$ cat src/ycbcr422_upsample_to_rgb_assert.svh
// Assertion macros for the 4:2:2 to RGB converter.
// Each expects clk and rst_n in the scope of use.
`ifndef YCBCR422_UPSAMPLE_TO_RGB_ASSERT_SVH
`define YCBCR422_UPSAMPLE_TO_RGB_ASSERT_SVH

// Consequence holds in the same cycle as the condition
`define YCU_ASSERT_SAME(lbl, pre, post) \
  lbl: assert property (@(posedge clk) disable iff (!rst_n) (pre) |-> (post)) \
    else $error("ycbcr422_upsample_to_rgb: same-cycle check failed");

// Consequence holds in the cycle after the condition
`define YCU_ASSERT_NEXT(lbl, pre, post) \
  lbl: assert property (@(posedge clk) disable iff (!rst_n) (pre) |=> (post)) \
    else $error("ycbcr422_upsample_to_rgb: next-cycle check failed");

`endif

$ cat src/ycu_pkg.sv
package ycu_pkg;

  localparam int COEF_W  = 10;
  localparam int IDX_W   = 2;
  localparam int DELTA_W = 11;              // chroma offset in quarter units, signed
  localparam int PROD_W  = COEF_W + 1 + DELTA_W;

  // Configuration register indexes
  localparam logic [IDX_W-1:0] REG_CR_TO_RED   = 2'd0;
  localparam logic [IDX_W-1:0] REG_CR_TO_GREEN = 2'd1;
  localparam logic [IDX_W-1:0] REG_CB_TO_GREEN = 2'd2;
  localparam logic [IDX_W-1:0] REG_CB_TO_BLUE  = 2'd3;

  // Chroma midpoint, quarter units
  localparam logic signed [DELTA_W-1:0] CHROMA_MID = 11'sd512;

  typedef struct packed {
    logic [7:0] luma_even;
    logic [7:0] luma_odd;
    logic [7:0] chroma_blue;
    logic [7:0] chroma_red;
    logic       row_end;
  } in_item_t;

  typedef struct packed {
    logic [7:0] red;
    logic [7:0] green;
    logic [7:0] blue;
    logic       row_last_pixel;
    logic       run_last;
  } out_item_t;

  // One pixel on its way through the datapath
  typedef struct packed {
    logic [7:0]         luma;
    logic [DELTA_W-1:0] dcb;
    logic [DELTA_W-1:0] dcr;
    logic               row_last;
    logic               run_last;
  } pix_task_t;

  typedef struct packed {
    logic [7:0]        luma;
    logic [PROD_W-1:0] p_red;
    logic [PROD_W-1:0] p_green_cr;
    logic [PROD_W-1:0] p_green_cb;
    logic [PROD_W-1:0] p_blue;
    logic              row_last;
    logic              run_last;
  } pix_prod_t;

  // 3*heavy + light: interpolated chroma in quarter units
  function automatic logic [9:0] quarter_mix(logic [7:0] heavy, logic [7:0] light);
    logic [9:0] h;
    h = {2'b00, heavy};
    return (h << 1) + h + {2'b00, light};
  endfunction

endpackage

$ cat src/ycu_stream_if.sv
interface ycu_stream_if #(parameter type T = logic);
  logic valid;
  logic ready;
  T     payload;

  modport source (output valid, output payload, input ready);
  modport sink (input valid, input payload, output ready);
endinterface

$ cat src/ycbcr422_upsample_to_rgb.sv
// 4:2:2 to RGB converter with horizontal chroma interpolation. Each input transfer carries one
// pair (two luma samples, shared Cb and Cr); the block holds a pair back until the next pair's
// chroma is known, then issues the held pair's two pixels, even pixel first. A pair flagged
// row_end is flushed straight away after any held pair, with its own chroma replicated, so it
// causes up to four pixels; a first pair of a row that is not flagged row_end causes none. Pixels
// leave at one per cycle while the output is not stalled: the item register issues one pixel
// each cycle that the next stage can take, and accepts the next pair once the current one is done.
// After issue a pixel passes the task, product and result registers to the output. run_last
// marks the last pixel caused by a transfer. Coefficients are unsigned Q(COEF_FRAC_BITS) and
// should be written only while the block is idle.
`include "ycbcr422_upsample_to_rgb_assert.svh"

module ycbcr422_upsample_to_rgb
  import ycu_pkg::*;
#(
  parameter int COEF_FRAC_BITS = 8
) (
  input  logic                clk,
  input  logic                rst_n,
  ycu_stream_if.sink          in_chan,
  ycu_stream_if.source        out_chan,
  input  logic                cfg_we,
  input  logic [IDX_W-1:0]    cfg_index,
  input  logic [COEF_W-1:0]   cfg_wdata
);

  localparam int SHIFT = COEF_FRAC_BITS + 2;
  localparam int BASE_W = SHIFT + 8;
  localparam int ACC_W = ((BASE_W > 20) ? BASE_W : 20) + 2;
  localparam int COEF_MAX = (1 << COEF_W) - 1;

  // Reset coefficients, rounded from the standard weights
  localparam int RST_CR_R_I = (1371 * (2 ** COEF_FRAC_BITS) + 500) / 1000;
  localparam int RST_CR_G_I = (698 * (2 ** COEF_FRAC_BITS) + 500) / 1000;
  localparam int RST_CB_G_I = (336 * (2 ** COEF_FRAC_BITS) + 500) / 1000;
  localparam int RST_CB_B_I = (1732 * (2 ** COEF_FRAC_BITS) + 500) / 1000;
  localparam logic [COEF_W-1:0] RST_CR_R =
      (RST_CR_R_I > COEF_MAX) ? COEF_W'(COEF_MAX) : COEF_W'(RST_CR_R_I);
  localparam logic [COEF_W-1:0] RST_CR_G =
      (RST_CR_G_I > COEF_MAX) ? COEF_W'(COEF_MAX) : COEF_W'(RST_CR_G_I);
  localparam logic [COEF_W-1:0] RST_CB_G =
      (RST_CB_G_I > COEF_MAX) ? COEF_W'(COEF_MAX) : COEF_W'(RST_CB_G_I);
  localparam logic [COEF_W-1:0] RST_CB_B =
      (RST_CB_B_I > COEF_MAX) ? COEF_W'(COEF_MAX) : COEF_W'(RST_CB_B_I);

  // Floor by 2^-SHIFT and clamp to 0..255
  function automatic logic [7:0] sat8(logic signed [ACC_W-1:0] acc);
    logic [7:0] res;
    if (acc[ACC_W-1]) begin
      res = 8'd0;
    end else if (|acc[ACC_W-2:BASE_W]) begin
      res = 8'hFF;
    end else begin
      res = acc[BASE_W-1:SHIFT];
    end
    return res;
  endfunction

  // Coefficient registers
  logic [COEF_W-1:0] coef_cr_red_r, coef_cr_green_r, coef_cb_green_r, coef_cb_blue_r;

  always_ff @(posedge clk) begin
    if (!rst_n) begin
      coef_cr_red_r   <= RST_CR_R;
      coef_cr_green_r <= RST_CR_G;
      coef_cb_green_r <= RST_CB_G;
      coef_cb_blue_r  <= RST_CB_B;
    end else if (cfg_we) begin
      case (cfg_index)
        REG_CR_TO_RED:   coef_cr_red_r   <= cfg_wdata;
        REG_CR_TO_GREEN: coef_cr_green_r <= cfg_wdata;
        REG_CB_TO_GREEN: coef_cb_green_r <= cfg_wdata;
        REG_CB_TO_BLUE:  coef_cb_blue_r  <= cfg_wdata;
        default: ;
      endcase
    end
  end

  // Item register, held pair and pixel sequencing
  in_item_t  item_r;
  logic      item_v_r;
  logic [1:0] ph_r;
  logic      held_v_r;
  logic [7:0] held_ye_r, held_yo_r, held_cb_r, held_cr_r;

  logic      v1_r, v2_r, out_v_r;
  pix_task_t task_r;
  pix_prod_t prod_r;
  out_item_t out_r;

  logic out_adv, s2_free, s1_free;
  logic no_work, issue, item_done, in_xfer;
  logic [1:0] last_ph, idx;
  logic [7:0] own_cb, own_cr, sel_luma;
  logic [9:0] q_cb, q_cr;
  pix_task_t task_nxt;

  assign out_adv = !out_v_r || out_chan.ready;
  assign s2_free = !v2_r || out_adv;
  assign s1_free = !v1_r || s2_free;

  assign no_work   = !held_v_r && !item_r.row_end;
  assign last_ph   = {held_v_r & item_r.row_end, 1'b1};
  assign issue     = item_v_r && !no_work && s1_free;
  assign item_done = item_v_r && (no_work || (s1_free && ph_r == last_ph));
  assign in_chan.ready = !item_v_r || item_done;
  assign in_xfer   = in_chan.valid && in_chan.ready;

  // Pixel slot: 0/1 held pair, 2/3 current pair toward itself
  assign idx = ph_r + {!held_v_r, 1'b0};

  always_comb begin
    own_cb = idx[1] ? item_r.chroma_blue : held_cb_r;
    own_cr = idx[1] ? item_r.chroma_red : held_cr_r;
    if (idx[1]) begin
      sel_luma = idx[0] ? item_r.luma_odd : item_r.luma_even;
    end else begin
      sel_luma = idx[0] ? held_yo_r : held_ye_r;
    end
    q_cb = idx[0] ? quarter_mix(item_r.chroma_blue, own_cb)
                  : quarter_mix(own_cb, item_r.chroma_blue);
    q_cr = idx[0] ? quarter_mix(item_r.chroma_red, own_cr)
                  : quarter_mix(own_cr, item_r.chroma_red);
    task_nxt.luma     = sel_luma;
    task_nxt.dcb      = $signed({1'b0, q_cb}) - CHROMA_MID;
    task_nxt.dcr      = $signed({1'b0, q_cr}) - CHROMA_MID;
    task_nxt.row_last = (idx == 2'd3);
    task_nxt.run_last = (ph_r == last_ph);
  end

  // Control state
  always_ff @(posedge clk) begin
    if (!rst_n) begin
      item_v_r <= 1'b0;
      ph_r     <= 2'd0;
      held_v_r <= 1'b0;
      v1_r     <= 1'b0;
      v2_r     <= 1'b0;
      out_v_r  <= 1'b0;
    end else begin
      if (in_xfer) begin
        item_v_r <= 1'b1;
        ph_r     <= 2'd0;
      end else if (item_done) begin
        item_v_r <= 1'b0;
      end else if (issue) begin
        ph_r <= ph_r + 2'd1;
      end
      if (item_done) begin
        held_v_r <= !item_r.row_end;
      end
      if (s1_free) begin
        v1_r <= issue;
      end
      if (s2_free) begin
        v2_r <= v1_r;
      end
      if (out_adv) begin
        out_v_r <= v2_r;
      end
    end
  end

  // Payload registers
  always_ff @(posedge clk) begin
    if (in_xfer) begin
      item_r <= in_chan.payload;
    end
    if (item_done && !item_r.row_end) begin
      held_ye_r <= item_r.luma_even;
      held_yo_r <= item_r.luma_odd;
      held_cb_r <= item_r.chroma_blue;
      held_cr_r <= item_r.chroma_red;
    end
    if (s1_free) begin
      task_r <= task_nxt;
    end
  end

  // Product stage: one multiplier per term
  pix_prod_t prod_nxt;

  always_comb begin
    prod_nxt.luma       = task_r.luma;
    prod_nxt.p_red      = $signed({1'b0, coef_cr_red_r}) * $signed(task_r.dcr);
    prod_nxt.p_green_cr = $signed({1'b0, coef_cr_green_r}) * $signed(task_r.dcr);
    prod_nxt.p_green_cb = $signed({1'b0, coef_cb_green_r}) * $signed(task_r.dcb);
    prod_nxt.p_blue     = $signed({1'b0, coef_cb_blue_r}) * $signed(task_r.dcb);
    prod_nxt.row_last   = task_r.row_last;
    prod_nxt.run_last   = task_r.run_last;
  end

  always_ff @(posedge clk) begin
    if (s2_free) begin
      prod_r <= prod_nxt;
    end
  end

  // Sum, floor and clamp into the output register
  logic signed [ACC_W-1:0] base, acc_r_c, acc_g_c, acc_b_c;
  out_item_t out_nxt;

  always_comb begin
    base    = ACC_W'({prod_r.luma, {SHIFT{1'b0}}});
    acc_r_c = base + ACC_W'($signed(prod_r.p_red));
    acc_g_c = base - ACC_W'($signed(prod_r.p_green_cr)) - ACC_W'($signed(prod_r.p_green_cb));
    acc_b_c = base + ACC_W'($signed(prod_r.p_blue));
    out_nxt.red            = sat8(acc_r_c);
    out_nxt.green          = sat8(acc_g_c);
    out_nxt.blue           = sat8(acc_b_c);
    out_nxt.row_last_pixel = prod_r.row_last;
    out_nxt.run_last       = prod_r.run_last;
  end

  always_ff @(posedge clk) begin
    if (out_adv) begin
      out_r <= out_nxt;
    end
  end

  assign out_chan.valid   = out_v_r;
  assign out_chan.payload = out_r;

  // Checks
  `YCU_ASSERT_SAME(a_row_last_ends_run, out_v_r && out_r.row_last_pixel, out_r.run_last)
  `YCU_ASSERT_NEXT(a_row_end_clears_held, item_done && item_r.row_end, !held_v_r)
  `YCU_ASSERT_SAME(a_idle_pair_one_cycle, item_v_r && !held_v_r && !item_r.row_end, item_done)

endmodule

$ cat src/flat_wrapper.sv
// flat-port wrapper written by rule: the top's interface ports become plain ports
module ycbcr422_upsample_to_rgb_flat import ycu_pkg::*;
#(
  parameter int COEF_FRAC_BITS = 8
)
  (clk, rst_n, cfg_we, cfg_index, cfg_wdata, in_chan_valid, in_chan_payload, in_chan_ready, out_chan_valid, out_chan_payload, out_chan_ready);
  ycu_stream_if #(.T(in_item_t)) in_chan_i ();
  ycu_stream_if #(.T(out_item_t)) out_chan_i ();
  input  logic clk;
  input  logic rst_n;
  input  logic cfg_we;
  input  logic [IDX_W-1:0] cfg_index;
  input  logic [COEF_W-1:0] cfg_wdata;
  input wire logic [$bits(in_chan_i.valid)-1:0] in_chan_valid;
  input wire logic [$bits(in_chan_i.payload)-1:0] in_chan_payload;
  output wire logic [$bits(in_chan_i.ready)-1:0] in_chan_ready;
  output wire logic [$bits(out_chan_i.valid)-1:0] out_chan_valid;
  output wire logic [$bits(out_chan_i.payload)-1:0] out_chan_payload;
  input wire logic [$bits(out_chan_i.ready)-1:0] out_chan_ready;
  assign in_chan_i.valid = in_chan_valid;
  assign in_chan_i.payload = in_chan_payload;
  assign in_chan_ready = in_chan_i.ready;
  assign out_chan_valid = out_chan_i.valid;
  assign out_chan_payload = out_chan_i.payload;
  assign out_chan_i.ready = out_chan_ready;
  ycbcr422_upsample_to_rgb #(.COEF_FRAC_BITS(COEF_FRAC_BITS)) u_core (.clk(clk), .rst_n(rst_n), .in_chan(in_chan_i), .out_chan(out_chan_i), .cfg_we(cfg_we), .cfg_index(cfg_index), .cfg_wdata(cfg_wdata));
endmodule
$ cat config.mk
export PLATFORM = sky130hd
export DESIGN_NAME = ycbcr422_upsample_to_rgb_flat
export DESIGN_NICKNAME = d
export VERILOG_FILES = /design/src/ycu_pkg.sv /design/src/ycu_stream_if.sv /design/src/ycbcr422_upsample_to_rgb.sv /design/src/flat_wrapper.sv
export VERILOG_INCLUDE_DIRS = /design/src /design/src/src
export SDC_FILE = /design/constraint.sdc
export NUM_CORES = 1
export LEC_CHECK = 0
export ABC_AREA = 1
export ABC_CLOCK_PERIOD_IN_PS = 5000
export BUFFER_PORTS_ARGS = -buffer_cell sky130_fd_sc_hd__buf_2
export CAP_MARGIN = 20
export CORE_MARGIN = 2
export CORE_UTILIZATION = 34
export DETAILED_ROUTE_END_ITERATION = 16
export GPL_ROUTABILITY_DRIVEN = 0
export SLEW_MARGIN = 25
export SYNTH_ARGS = -nofsm -noshare
export SYNTH_HDL_FRONTEND = slang
export SYNTH_SLANG_ARGS = --single-unit
$ cat constraint.sdc
create_clock -name clk -period 5 [get_ports clk]
set_input_delay 0.25 -clock clk [delete_from_list [all_inputs] [get_ports clk]]
set_output_delay 0.25 -clock clk [all_outputs]
set_load 0.005 [all_outputs]
==> impl_metrics.csv <==
group,metric,value,unit
run_status,run_status,"complete, no violations",
drt,ant_nets,0,
min_path,min_to,"u_core.coef_cb_green_r[2]$_SDFFE_PN1P_",
grt,grt_pass1_wl,112000,um
grt,use_met3,0.0226,
floorplanning,die_x,294,um
cells_and_area,fin_nets,4286,
synthesis,yosys-top-cells-area,"fa_1 23%, edfxtp_1 21%, ha_1 16%",
timing,fin_crit,4.82,ns
clock_tree,numCtsBuffers,30,
drt,drc_errors,0,
grt,met1_usage,0.226,
timing,skew,0.0664,ns
setup_path,worstPathRequired,5.31,ns
floorplanning,ios,78,
setup_path,reg2reg_depth,18,
synthesis,synth_edf_count,199,
floorplanning,dieArea,86400,um^2
setup_path,end_kind,"flop",
synthesis,synth_top_area_cell,"fa_1",
cells_and_area,drive_gt1_frac,0.0924,
cells_and_area,finalNonFillerCells,4654,
clock_tree,cts_buffer_depth,3,
floorplanning,die_height,294,um
clock_tree,clk_latency,0.63,ns
setup_path,r2r_end,"u_core.prod_r[40]$_DFFE_PP_",
timing,rsz0062_at_grt,"yes",
grt,grt_max_degree,53,
setup_path,reg2reg_from,"u_core.task_r[15]$_DFFE_PP_",
run,max_cap_viol_count,0,
grt,first_global_vias,21800,
setup_path,slowest_stage,"fa_1",
clock_tree,cts_tree,"built",
min_path,worstHoldStart,"cfg_index[0]",
clock_tree,htreeDepth,1,
cells_and_area,area_growth,14.0,%
synthesis,synth.avg_cell_area,8.44,um^2
timing,slew_viol_final,0,
setup_path,critical_path_buf_inv_count,6,
place,dp_hpwl,54300,um
timing,fin_hold_ws,0.194,ns
synthesis,synthFlopType,"edfxtp_1",
synthesis,yosysSeqAreaShare,0.242,
synthesis,ys_ff_latch,246,
setup_path,critPathLaunchType,"flop",
grt,busiest_layer,"met2",
synthesis,syn_nets,4123,
setup_path,cp_slowest_stage_delay,0.53,ns
timing,fin_crit_sh,0.965,
drt,dr.pass1.iters,5,
setup_path,ff2ff_setup_slack,0.18,ns
cells_and_area,nFillCells,8322,
setup_path,worst-path-stages,18,
synthesis,synth-async-reset-ratio,0,
drt,post_drt_via_cell_ratio,4.58,
timing,fmax,207,MHz
synthesis,syn_inst,3386,
timing,tightest_slew,0.870,ns
synthesis,yosys.area.top_type_share,0.228,
floorplanning,initial_utilization,0.343,
grt,antenna_found_initial,7,
timing,hold_viol,0,
drt,via_count,21300,
timing,finalSetupViolations,0,
synthesis,yosys_warnings,0,
drt,dr.first_iter.drc_count,949,
setup_path,crit_top_cell,"fa_1",
floorplanning,row_count,106,
grt,use_met2,0.258,
place,dp.cells,4547,
timing,max-slew-margin-rel,0.420,
setup_path,path_delay_family,"adder cells",
cells_and_area,final_util,0.391,
setup_path,criticalPathCategory,"flop to flop",
clock_tree,clkTransAtPathRegs,0.06,ns
synthesis,synth.distinct_cells,46,
timing,setup_tns,0,ns
drt,wirelength,67300,um
place,io_buffers,77,
min_path,holdPathStages,4,
clock_tree,root_buffer,"clkbuf_16",
floorplanning,core,83400,um^2
synthesis,syn-cell-area,28600,um^2
setup_path,crit_fanout,10,
min_path,hold_class,"input pin to flop",
grt,grt_use_total,0.160,
setup_path,path_cells,"buf_4 > buf_12 > nand2_1 > fa_1 > fa_1 > inv_1 > fa_1 > fa_1 > inv_1 > fa_1 > inv_1 > ha_1 > a21oi_1 > o21ai_0 > nand2_1 > nand4_1 > buf_4 > xor2_1",
grt,gr-total-overflow,0,
clock_tree,cts_sinks,246,
drt,wl_per_cell,14.5,um
setup_path,arrival,5.14,ns
-- worst reg2reg max path, delay by kind of cell (launching register included) --
family | cells | cell delay, ns
compound gates | 2 | 0.31
simple gates | 3 | 0.31
flops | 1 | 0.32
fa+ha+maj | 6 | 2.82
buf+inv | 6 | 0.63
xor+xnor | 1 | 0.14
-- layout by cell type, fill, tap and decap left out, types with 11 or more instances in the layout --
master | synthesis | routed
ha_1 | 361 | 354
clkbuf_16 | 0 | 31
nor3_1 | 18 | 15
nand4_1 | 12 | 12
edfxtp_1 | 199 | 199
a21o_1 | 13 | 13
dfxtp_2 | 0 | 14
xnor2_1 | 30 | 30
or2_2 | 16 | 16
xor2_1 | 53 | 53
fa_1 | 326 | 325
a21oi_2 | 0 | 12
buf_2 | 5 | 77
o211ai_1 | 11 | 11
mux2_2 | 12 | 12
nand3_1 | 99 | 99
a21oi_1 | 116 | 104
dlygate4sd3_1 | 0 | 44
nand2_1 | 775 | 775
nor2_1 | 165 | 159
dfxtp_1 | 47 | 33
buf_4 | 0 | 99
inv_1 | 845 | 844
o21ai_0 | 92 | 86
-- state kept, by name (all words and copies together) (netlist names), 8 cells and up --
| register | count |
|---|---|
| u_core.coef_cb_blue_r | 10 |
| u_core.prod_r | 68 |
| u_core.out_chan.payload | 26 |
| u_core.held_yo_r | 8 |
| u_core.coef_cr_red_r | 10 |
| u_core.item_r | 33 |
| u_core.prod_nxt | 10 |
| u_core.held_cr_r | 8 |
| u_core.coef_cr_green_r | 10 |
| u_core.held_cb_r | 8 |
| u_core.held_ye_r | 8 |
| u_core.coef_cb_green_r | 10 |
| u_core.base | 8 |
| u_core.task_r | 20 |
-- how the worst max path moves through the flow --
stage                                                       from                          end  slack, ns
after floorplan                      u_core.task_r[22]$_DFFE_PP_  u_core.prod_r[19]$_DFFE_PP_       0.12
after global placement               u_core.task_r[18]$_DFFE_PP_  u_core.prod_r[19]$_DFFE_PP_       0.12
after detailed placement    u_core.coef_cr_red_r[4]$_SDFFE_PN1P_  u_core.prod_r[87]$_DFFE_PP_       0.12
after CTS                 u_core.coef_cb_green_r[2]$_SDFFE_PN1P_  u_core.prod_r[45]$_DFFE_PP_       0.05
after global routing                  u_core.task_r[5]$_DFFE_PP_  u_core.prod_r[64]$_DFFE_PP_      -0.07
final                                u_core.task_r[15]$_DFFE_PP_  u_core.prod_r[40]$_DFFE_PP_       0.18
-- kinds of logic after synthesis --
kind of cell | after synthesis | share of synthesized area
adder cells (fa/ha/maj) | 687 | 0.386
AO/OA/AOI/OAI | 285 | 0.0557
flip-flops | 246 | 0.242
multiplexers | 22 | 0.00823
AND/OR/NAND/NOR | 1110 | 0.156
buffers and inverters | 952 | 0.125
XOR/XNOR | 84 | 0.0260
-- layout make-up --
cell class              count  area (um^2)  area share
multi-input cells        2188        18300       0.560
flip-flops and latches    246         6930       0.213
inverters                 850         3190      0.0980
repair buffers            233         1810      0.0555
well taps                1080         1350      0.0415
clock buffers              35          769      0.0236
clock inverters            21          267     0.00818
diodes                      1         2.50   0.0000768
-- cells in the mapped netlist, drive strengths merged, types with 30 or more instances --
library cell	count
ha	361
nor2	169
edfxtp	199
dfxtp	47
nand3	99
nand2	776
clkbuf	93
o21ai	102
a21oi	116
inv	846
fa	326
xor2	54
xnor2	30
-- what timing repair did --
| action | 4_1_cts | 5_1_grt |
|---|---|---|
| buffers inserted | 0 | 5 |
| setup endpoints to repair | 0 | 31 |
| hold buffers | 44 | 0 |
| hold endpoints to repair | 67 | 0 |
| resized for setup | 0 | 59 |
-- metal layers --
layer  share of wire  wire length [um]  up-vias
li1                -                 -    10700
met1            0.48             32500    10100
met2            0.44             29700      468
met3           0.049              3310       93
met4           0.025              1690       10
met5          0.0011                75        -
-- per-stage QoR --
step	worst slack (ns)	cell area, um^2
2_1_floorplan	0.122	28600
3_3_place_gp	0.120	30800
3_5_place_dp	0.117	30800
4_1_cts	0.0466	32300
5_1_grt	-0.0667	32600
6_report	0.175	32600
Power is not shown: default switching activity piles up to over one toggle a cycle in this logic, so the estimate is an artifact.
